### config.mk
export PLATFORM = sky130hd
export DESIGN_NAME = hole_fit_allocator_top
export DESIGN_NICKNAME = d
export VERILOG_FILES = /design/src/design/hfa_pkg.sv /design/src/design/hole_fit_allocator_top.sv /design/src/design/hfa_ram.sv /design/src/design/hfa_front.sv /design/src/design/hfa_back.sv
export SDC_FILE = /design/constraint.sdc
export NUM_CORES = 2
export LEC_CHECK = 0
export BUFFER_PORTS_ARGS = -buffer_cell sky130_fd_sc_hd__buf_2
export CAP_MARGIN = 20
export CORE_MARGIN = 4
export CORE_UTILIZATION = 45
export CTS_BUF_LIST = sky130_fd_sc_hd__clkbuf_4
export DETAILED_ROUTE_END_ITERATION = 6
export PLACE_DENSITY = 0.68
export SYNTH_ARGS = -nofsm -noshare
export SYNTH_HDL_FRONTEND = slang
export SYNTH_SLANG_ARGS = --single-unit
### constraint.sdc
create_clock -name aclk -period 10.41 [get_ports aclk]
set_input_delay 1.041 -clock aclk [delete_from_list [all_inputs] [get_ports aclk]]
set_output_delay 1.041 -clock aclk [all_outputs]
set_load 0.02 [all_outputs]
### src/design/hfa_pkg.sv
// ----------------------------------------------------------------------------
// hfa_pkg
// shared sizes, codes and command type of the hole fit allocator
// ----------------------------------------------------------------------------
package hfa_pkg;

    localparam int MAX_HOLES   = 64;
    localparam int IDX_W       = $clog2(MAX_HOLES);
    localparam int CNT_W       = $clog2(MAX_HOLES + 1);
    localparam int SIZE_W      = 16;
    localparam int MODE_W      = 2;
    localparam int OUT_IDX_W   = 6;
    localparam int QUEUE_DEPTH = 2;
    localparam int QPTR_W      = $clog2(QUEUE_DEPTH);
    localparam int QCNT_W      = $clog2(QUEUE_DEPTH + 1);

    localparam logic [MODE_W-1:0] MODE_CLEAR  = 2'd0;
    localparam logic [MODE_W-1:0] MODE_APPEND = 2'd1;
    localparam logic [MODE_W-1:0] MODE_ALLOC  = 2'd2;

    localparam logic POLICY_BEST  = 1'b0;
    localparam logic POLICY_FIRST = 1'b1;

    typedef enum logic [1:0] {
        OP_CLEAR,
        OP_APPEND,
        OP_ALLOC
    } op_t;

    typedef struct packed {
        op_t               op;
        logic [SIZE_W-1:0] size;
    } cmd_t;

    typedef enum logic [1:0] {
        BK_IDLE,
        BK_SCAN,
        BK_DONE
    } back_state_t;

endpackage

### src/design/hole_fit_allocator_top.sv
// ----------------------------------------------------------------------------
// hole_fit_allocator_top
// first-fit / best-fit hole allocator with stream ports
// ----------------------------------------------------------------------------
// Beats on s_* carry a mode in s_tuser (0 clear, 1 append hole, 2 allocate,
// 3 ignored) and a size in s_tdata. Only allocate beats produce a result on
// m_*. Beats enter a two-deep command queue and are executed in order by the
// back end, which takes a new command only once the last one is done. A clear
// or an append is done at once from idle. An allocation reads the hole size
// memory once per loaded hole through its single read port, and stops early
// under first fit once a free hole is found. Taken marks live in flip-flops
// and are cleared at once by reset and by a clear beat, so there is no
// clearing pass after reset. The user must write fit_policy (cfg_wdata) only
// while the block is idle; the block itself does not enforce this.
// ----------------------------------------------------------------------------
module hole_fit_allocator_top (
    input  logic        aclk,
    input  logic        aresetn,
    input  logic        cfg_we,
    input  logic        cfg_wdata,     // fit_policy
    input  logic        s_tvalid,
    output logic        s_tready,
    input  logic [15:0] s_tdata,       // size_value[15:0]
    input  logic [1:0]  s_tuser,       // mode[1:0]
    output logic        m_tvalid,
    input  logic        m_tready,
    output logic [23:0] m_tdata        // found[0], hole_index[6:1], granted_size[22:7], zero
);

    import hfa_pkg::*;

    logic                 fit_policy_reg;
    logic                 cmd_valid;
    cmd_t                 cmd;
    logic                 cmd_pop;
    logic                 out_found;
    logic [OUT_IDX_W-1:0] out_idx;
    logic [SIZE_W-1:0]    out_size;

    always_ff @(posedge aclk) begin
        if (!aresetn) begin
            fit_policy_reg <= POLICY_BEST;
        end else if (cfg_we) begin
            fit_policy_reg <= cfg_wdata;
        end
    end

    hfa_front u_front (
        .aclk      (aclk),
        .aresetn   (aresetn),
        .s_tvalid  (s_tvalid),
        .s_tready  (s_tready),
        .s_size    (s_tdata),
        .s_mode    (s_tuser),
        .cmd_valid (cmd_valid),
        .cmd       (cmd),
        .cmd_pop   (cmd_pop)
    );

    hfa_back u_back (
        .aclk       (aclk),
        .aresetn    (aresetn),
        .fit_policy (fit_policy_reg),
        .cmd_valid  (cmd_valid),
        .cmd        (cmd),
        .cmd_pop    (cmd_pop),
        .out_valid  (m_tvalid),
        .out_ready  (m_tready),
        .out_found  (out_found),
        .out_idx    (out_idx),
        .out_size   (out_size)
    );

    assign m_tdata = {1'b0, out_size, out_idx, out_found};

endmodule

### src/design/hfa_ram.sv
// ----------------------------------------------------------------------------
// hfa_ram
// simple dual-port ram, one write port, one registered read port
// ----------------------------------------------------------------------------
module hfa_ram #(
    parameter int WIDTH = 16,
    parameter int DEPTH = 64
) (
    input  logic                     aclk,
    input  logic                     wr_en,
    input  logic [$clog2(DEPTH)-1:0] wr_addr,
    input  logic [WIDTH-1:0]         wr_data,
    input  logic                     rd_en,
    input  logic [$clog2(DEPTH)-1:0] rd_addr,
    output logic [WIDTH-1:0]         rd_data
);

    logic [WIDTH-1:0] mem [DEPTH];

    always_ff @(posedge aclk) begin
        if (wr_en) begin
            mem[wr_addr] <= wr_data;
        end
        if (rd_en) begin
            rd_data <= mem[rd_addr];
        end
    end

endmodule

### src/design/hfa_front.sv
// ----------------------------------------------------------------------------
// hfa_front
// accepts input beats, decodes the mode and queues commands for the back end
// ----------------------------------------------------------------------------
module hfa_front (
    input  logic                         aclk,
    input  logic                         aresetn,
    input  logic                         s_tvalid,
    output logic                         s_tready,
    input  logic [hfa_pkg::SIZE_W-1:0]   s_size,
    input  logic [hfa_pkg::MODE_W-1:0]   s_mode,
    output logic                         cmd_valid,
    output hfa_pkg::cmd_t                cmd,
    input  logic                         cmd_pop
);

    import hfa_pkg::*;

    cmd_t              entry_reg [QUEUE_DEPTH];
    logic [QPTR_W-1:0] wr_ptr_reg, wr_ptr_next;
    logic [QPTR_W-1:0] rd_ptr_reg, rd_ptr_next;
    logic [QCNT_W-1:0] count_reg, count_next;
    logic              push;
    logic              pop;
    cmd_t              dec_cmd;
    logic              dec_ok;

    // classify the beat, reserved mode is dropped
    always_comb begin
        dec_cmd.size = s_size;
        dec_cmd.op   = OP_CLEAR;
        dec_ok       = 1'b1;
        case (s_mode)
            MODE_CLEAR:  dec_cmd.op = OP_CLEAR;
            MODE_APPEND: dec_cmd.op = OP_APPEND;
            MODE_ALLOC:  dec_cmd.op = OP_ALLOC;
            default:     dec_ok     = 1'b0;
        endcase
    end

    assign s_tready  = (count_reg != QCNT_W'(QUEUE_DEPTH));
    assign push      = s_tvalid && s_tready && dec_ok;
    assign cmd_valid = (count_reg != '0);
    assign pop       = cmd_pop && cmd_valid;
    assign cmd       = entry_reg[rd_ptr_reg];

    always_comb begin
        wr_ptr_next = wr_ptr_reg;
        rd_ptr_next = rd_ptr_reg;
        count_next  = count_reg;
        if (push) begin
            wr_ptr_next = (wr_ptr_reg == QPTR_W'(QUEUE_DEPTH - 1)) ? '0 : wr_ptr_reg + 1'b1;
        end
        if (pop) begin
            rd_ptr_next = (rd_ptr_reg == QPTR_W'(QUEUE_DEPTH - 1)) ? '0 : rd_ptr_reg + 1'b1;
        end
        case ({push, pop})
            2'b10:   count_next = count_reg + 1'b1;
            2'b01:   count_next = count_reg - 1'b1;
            default: count_next = count_reg;
        endcase
    end

    always_ff @(posedge aclk) begin
        if (!aresetn) begin
            wr_ptr_reg <= '0;
            rd_ptr_reg <= '0;
            count_reg  <= '0;
        end else begin
            wr_ptr_reg <= wr_ptr_next;
            rd_ptr_reg <= rd_ptr_next;
            count_reg  <= count_next;
        end
    end

    always_ff @(posedge aclk) begin
        if (push) begin
            entry_reg[wr_ptr_reg] <= dec_cmd;
        end
    end

endmodule

### src/design/hfa_back.sv
// ----------------------------------------------------------------------------
// hfa_back
// executes queued commands: table clear, hole append and fit scan
// ----------------------------------------------------------------------------
module hfa_back (
    input  logic                           aclk,
    input  logic                           aresetn,
    input  logic                           fit_policy,
    input  logic                           cmd_valid,
    input  hfa_pkg::cmd_t                  cmd,
    output logic                           cmd_pop,
    output logic                           out_valid,
    input  logic                           out_ready,
    output logic                           out_found,
    output logic [hfa_pkg::OUT_IDX_W-1:0]  out_idx,
    output logic [hfa_pkg::SIZE_W-1:0]     out_size
);

    import hfa_pkg::*;

    back_state_t          state_reg, state_next;
    logic [CNT_W-1:0]     count_reg, count_next;
    logic [MAX_HOLES-1:0] taken_reg, taken_next;
    logic [SIZE_W-1:0]    req_reg, req_next;
    logic [CNT_W-1:0]     issue_reg, issue_next;
    logic                 cmp_valid_reg, cmp_valid_next;
    logic [IDX_W-1:0]     cmp_idx_reg, cmp_idx_next;
    logic                 have_reg, have_next;
    logic [IDX_W-1:0]     pick_reg, pick_next;
    logic [SIZE_W-1:0]    pick_size_reg, pick_size_next;
    logic                 out_valid_reg, out_valid_next;
    logic                 out_found_reg, out_found_next;
    logic [OUT_IDX_W-1:0] out_idx_reg, out_idx_next;
    logic [SIZE_W-1:0]    out_size_reg, out_size_next;

    logic                 ram_we;
    logic                 ram_re;
    logic [SIZE_W-1:0]    ram_rdata;
    logic                 hit;

    hfa_ram #(
        .WIDTH (SIZE_W),
        .DEPTH (MAX_HOLES)
    ) u_sizes (
        .aclk    (aclk),
        .wr_en   (ram_we),
        .wr_addr (count_reg[IDX_W-1:0]),
        .wr_data (cmd.size),
        .rd_en   (ram_re),
        .rd_addr (issue_reg[IDX_W-1:0]),
        .rd_data (ram_rdata)
    );

    assign hit = cmp_valid_reg && !taken_reg[cmp_idx_reg] && (ram_rdata >= req_reg);

    always_comb begin
        state_next     = state_reg;
        count_next     = count_reg;
        taken_next     = taken_reg;
        req_next       = req_reg;
        issue_next     = issue_reg;
        cmp_valid_next = 1'b0;
        cmp_idx_next   = issue_reg[IDX_W-1:0];
        have_next      = have_reg;
        pick_next      = pick_reg;
        pick_size_next = pick_size_reg;
        out_valid_next = out_valid_reg && !out_ready;
        out_found_next = out_found_reg;
        out_idx_next   = out_idx_reg;
        out_size_next  = out_size_reg;
        ram_we         = 1'b0;
        ram_re         = 1'b0;
        cmd_pop        = 1'b0;

        case (state_reg)
            BK_IDLE: begin
                if (cmd_valid) begin
                    cmd_pop = 1'b1;
                    case (cmd.op)
                        OP_CLEAR: begin
                            count_next = '0;
                            taken_next = '0;
                        end
                        OP_APPEND: begin
                            if (count_reg < CNT_W'(MAX_HOLES)) begin
                                ram_we                         = 1'b1;
                                taken_next[count_reg[IDX_W-1:0]] = 1'b0;
                                count_next                     = count_reg + 1'b1;
                            end
                        end
                        OP_ALLOC: begin
                            req_next       = cmd.size;
                            issue_next     = '0;
                            have_next      = 1'b0;
                            pick_next      = '0;
                            pick_size_next = '0;
                            state_next     = BK_SCAN;
                        end
                        default: ;
                    endcase
                end
            end
            BK_SCAN: begin
                if (hit) begin
                    if (!have_reg) begin
                        have_next      = 1'b1;
                        pick_next      = cmp_idx_reg;
                        pick_size_next = ram_rdata;
                    end else if (ram_rdata < pick_size_reg) begin
                        pick_next      = cmp_idx_reg;
                        pick_size_next = ram_rdata;
                    end
                end
                if (hit && !have_reg && (fit_policy == POLICY_FIRST)) begin
                    state_next = BK_DONE;
                end else if (issue_reg < count_reg) begin
                    ram_re         = 1'b1;
                    cmp_valid_next = 1'b1;
                    issue_next     = issue_reg + 1'b1;
                end else if (!cmp_valid_reg) begin
                    state_next = BK_DONE;
                end
            end
            BK_DONE: begin
                if (!out_valid_reg || out_ready) begin
                    out_valid_next = 1'b1;
                    out_found_next = have_reg;
                    out_idx_next   = have_reg ? OUT_IDX_W'(pick_reg) : '0;
                    out_size_next  = have_reg ? pick_size_reg : '0;
                    if (have_reg) begin
                        taken_next[pick_reg] = 1'b1;
                    end
                    state_next = BK_IDLE;
                end
            end
            default: state_next = BK_IDLE;
        endcase
    end

    always_ff @(posedge aclk) begin
        if (!aresetn) begin
            state_reg     <= BK_IDLE;
            count_reg     <= '0;
            taken_reg     <= '0;
            cmp_valid_reg <= 1'b0;
            out_valid_reg <= 1'b0;
        end else begin
            state_reg     <= state_next;
            count_reg     <= count_next;
            taken_reg     <= taken_next;
            cmp_valid_reg <= cmp_valid_next;
            out_valid_reg <= out_valid_next;
        end
    end

    always_ff @(posedge aclk) begin
        req_reg       <= req_next;
        issue_reg     <= issue_next;
        cmp_idx_reg   <= cmp_idx_next;
        have_reg      <= have_next;
        pick_reg      <= pick_next;
        pick_size_reg <= pick_size_next;
        out_found_reg <= out_found_next;
        out_idx_reg   <= out_idx_next;
        out_size_reg  <= out_size_next;
    end

    assign out_valid = out_valid_reg;
    assign out_found = out_found_reg;
    assign out_idx   = out_idx_reg;
    assign out_size  = out_size_reg;

endmodule

==> impl_metrics.env <==
export IMPL_run_status="completed"
export IMPL_finClkSkew_ns=0.0913
export IMPL_synth_top_flop_cell="edfxtp_1"
export IMPL_slew_viol_final=0
export IMPL_synthXorXnorAreaFrac=0.00199
export IMPL_critPathCaptureType="register"
export IMPL_synth_nets=2463
export IMPL_met1_usage=0.284
export IMPL_areaGrowthSynthToFinish_pct=13.0
export IMPL_nets=2823
export IMPL_drtIter0Drc=3148
export IMPL_port_buffers=48
export IMPL_root_buffer="clkbuf_4"
export IMPL_die_w_um=336
export IMPL_postSynth_asyncResetShare=0
export IMPL_setup_viol=0
export IMPL_r2r_worst_path_cells=5
export IMPL_fin_crit_ns=4.07
export IMPL_ios=50
export IMPL_fmax_ghz=0.245
export IMPL_relSlewSlack=0.185
export IMPL_synth_simple_area_share=0.0296
export IMPL_cp_arrival_ns=4.91
export IMPL_clockBufferDepth=4
export IMPL_crit_chain="buf_12 > buf_4 > mux4_2 > mux4_2 > mux4_2"
export IMPL_grt_pass1_vias=26357
export IMPL_power_density_mw_per_mm2=209
export IMPL_maxCapViolations=0
export IMPL_cts_tree="done"
export IMPL_hold_viol=0
export IMPL_hp_class="input pin to register"
export IMPL_vias=25769
export IMPL_grt_pass1_wl_mm=175
export IMPL_crit_path_start_kind="register"
export IMPL_cp_max_fo=120
export IMPL_routedWlPerCell_um=27.3
export IMPL_p_switching_mw=2.95
export IMPL_synthMuxAreaShare=0.170
export IMPL_synthesis_area_sq_mm=0.0485
export IMPL_tightest_slew_ns=1.22
export IMPL_synth_cell_type_count=50
export IMPL_postCtsSetupBuffers=0
export IMPL_antenna_found_initial=8
export IMPL_cts_buffers=323
export IMPL_ir_drop_mv=0.124
export IMPL_h_tree_depth=5
export IMPL_grt_max_degree=172
export IMPL_min_delay_path_depth=1
export IMPL_grt_total_usage=0.214
export IMPL_overflow=0
export IMPL_hpwl_mm=66.8
export IMPL_die_h_um=336
export IMPL_p_clk_frac=0.343
export IMPL_crit_path_frequent_cell="mux4_2"
export IMPL_rsz0062_at_grt="no"
export IMPL_core_area_sq_mm=0.107
export IMPL_max_stage_delay_ns=0.91
export IMPL_fin_crit_sh=0.391
export IMPL_rows=120
export IMPL_antenna_left=0
export IMPL_drt_wl_total_mm=119
export IMPL_place_ws_ns=6.21
export IMPL_start_util=0.453
export IMPL_clk_pin_slew_ns=0.06
export IMPL_avgViaCountPerCell=5.90
export IMPL_swShare=0.257
export IMPL_fill_cells=8393
export IMPL_synthCells=2399
export IMPL_largest_reg_flops=1024
export IMPL_dieArea_sq_mm=0.113
export IMPL_setup_ws_ns=6.34
export IMPL_grt_use_met3=0.0520
export IMPL_remaining_drc_errors=0
export IMPL_avgSynthCellArea_sq_um=20.2
export IMPL_cts_resized=0
export IMPL_cp_required_ns=11.24
export IMPL_pwr_share_seq=0.512
export IMPL_gp_congestion=0.798
export IMPL_busiest_layer="met2"
export IMPL_synth_edf_count=1145
export IMPL_p_int_mw=8.52
export IMPL_cts_num_sinks=1232
export IMPL_seq_area_frac_synth=0.745
export IMPL_insertion_delay_ns=1.14
export IMPL_cpMaxStageDelayCell="buf_4"
export IMPL_yosysWarnings=0
export IMPL_leakagePower_nw=17.9
export IMPL_synth_compound_area_share=0.0277
export IMPL_power_frac_comb=0.145
export IMPL_drt_first_pass_iters=6
export IMPL_yosys_area_share_adder=0.0103
export IMPL_drive_gt1_frac=0.345
export IMPL_synth_top_family_by_area="multiplexers"
export IMPL_crit_type="register to register"
export IMPL_met2_usage=0.344
export IMPL_synth_seq_cells=1232
export IMPL_setup_tns_final_ns=0
power by group through the flow:
stage	clock network [mW]	logic (mW)	registers, mW
after floorplan	0	1.08	5.95
after global placement	0	1.59	5.99
after detailed placement	0	1.65	5.99
after CTS	4.05	1.66	5.88
after global routing	4.35	1.77	5.88
final	3.94	1.66	5.88
Yosys cell counts (17+ instances only):
cell type | number | area [sq um]
a21oi_1 | 140 | 701
clkbuf_1 | 72 | 270
and2_1 | 42 | 263
mux4_2 | 352 | 7930
dfxtp_1 | 87 | 1740
ha_1 | 40 | 500
inv_1 | 40 | 150
o21ai_1 | 47 | 235
o21ai_0 | 30 | 150
nand3_1 | 19 | 95.1
buf_1 | 25 | 93.8
mux2_2 | 17 | 191
edfxtp_1 | 1145 | 34400
nor2_1 | 98 | 368
nand2_1 | 86 | 323
buf_4 | 17 | 128
nor3_1 | 21 | 105
area by class of cell:
type / count / area (sq um) / share of cell area
multi-input combinational: 988 / 11600 / 0.213
clock buffer: 458 / 3440 / 0.0627
sequential: 1232 / 36100 / 0.659
clock inverter: 66 / 370 / 0.00676
antenna: 7 / 17.5 / 0.000320
timing repair buffer: 166 / 1280 / 0.0233
tap: 1403 / 1760 / 0.0320
inverter: 48 / 180 / 0.00329
repair_timing:
| item | in CTS | in global routing |
|---|---|---|
| hold buffers | 12 | 0 |
| hold endpoints to repair | 24 | 0 |
| setup endpoints to repair | 0 | 0 |
metal layers:
layer	share of wire	up-vias	routed length, um
met3	0.093	262	11100
li1	-	10720	-
met4	0.032	4	3800
met5	0.00023	-	27
met2	0.49	1461	58700
met1	0.38	13322	45500
layout by cell type, fill, tap and decap left out, types with 12 or more instances in the layout:
cell and count:
inv_1 39, nand2_1 86, buf_2 48, edfxtp_1 1145
ha_1 40, nor3_1 16, dfxtp_1 87, inv_2 12
nor2_1 94, mux4_2 352, buf_4 94, clkbuf_4 461
o21ai_0 30, mux2_2 17, clkinv_1 51, and2_1 42
nand3_1 19, o21ai_1 47, dlygate4sd3_1 12, a21oi_1 140
worst max-delay path: cells and delay by family, from the launching register on:
kind                   cells  cell delay, ns
buffers and inverters      2            1.55
DFF                        1            0.37
muxes                      3            1.67
cells by family (layout without fill, tap and decap cells):
logic type,Yosys count,in the layout
compound gates,249,249
fa+ha+maj,40,40
xor+xnor,11,11
mux,379,379
other cells,1,8
buf+inv,179,738
flops,1232,1232
simple gates,308,308
worst paths after layout:
check	from	endpoint	slack, ns
worst max-delay path	u_back.issue_reg[0]	u_back.u_sizes.rd_data[3]	6.34
worst min-delay path	s_tdata[13]	u_front.entry_reg[1][13]	0.12
worst max register to register	u_back.issue_reg[0]	u_back.u_sizes.rd_data[3]	6.34
worst min register to register	u_back.taken_reg[10]	u_back.taken_reg[10]	0.48
stage by stage:
stage,power [mW],std cells,instance area (sq um),hold WS (ns),utilization
after CTS,11.6,4354,54700,0.000146,0.511
after global routing,12.0,4367,54800,0.0202,0.512
after detailed placement,7.64,3818,50800,0.466,0.474
final,11.5,4368,54800,0.123,0.512
after global placement,7.57,3815,50700,0.452,0.474
after floorplan,7.03,2399,48500,0.371,-
No activity file was read; power rests on OpenSTA's default activity.
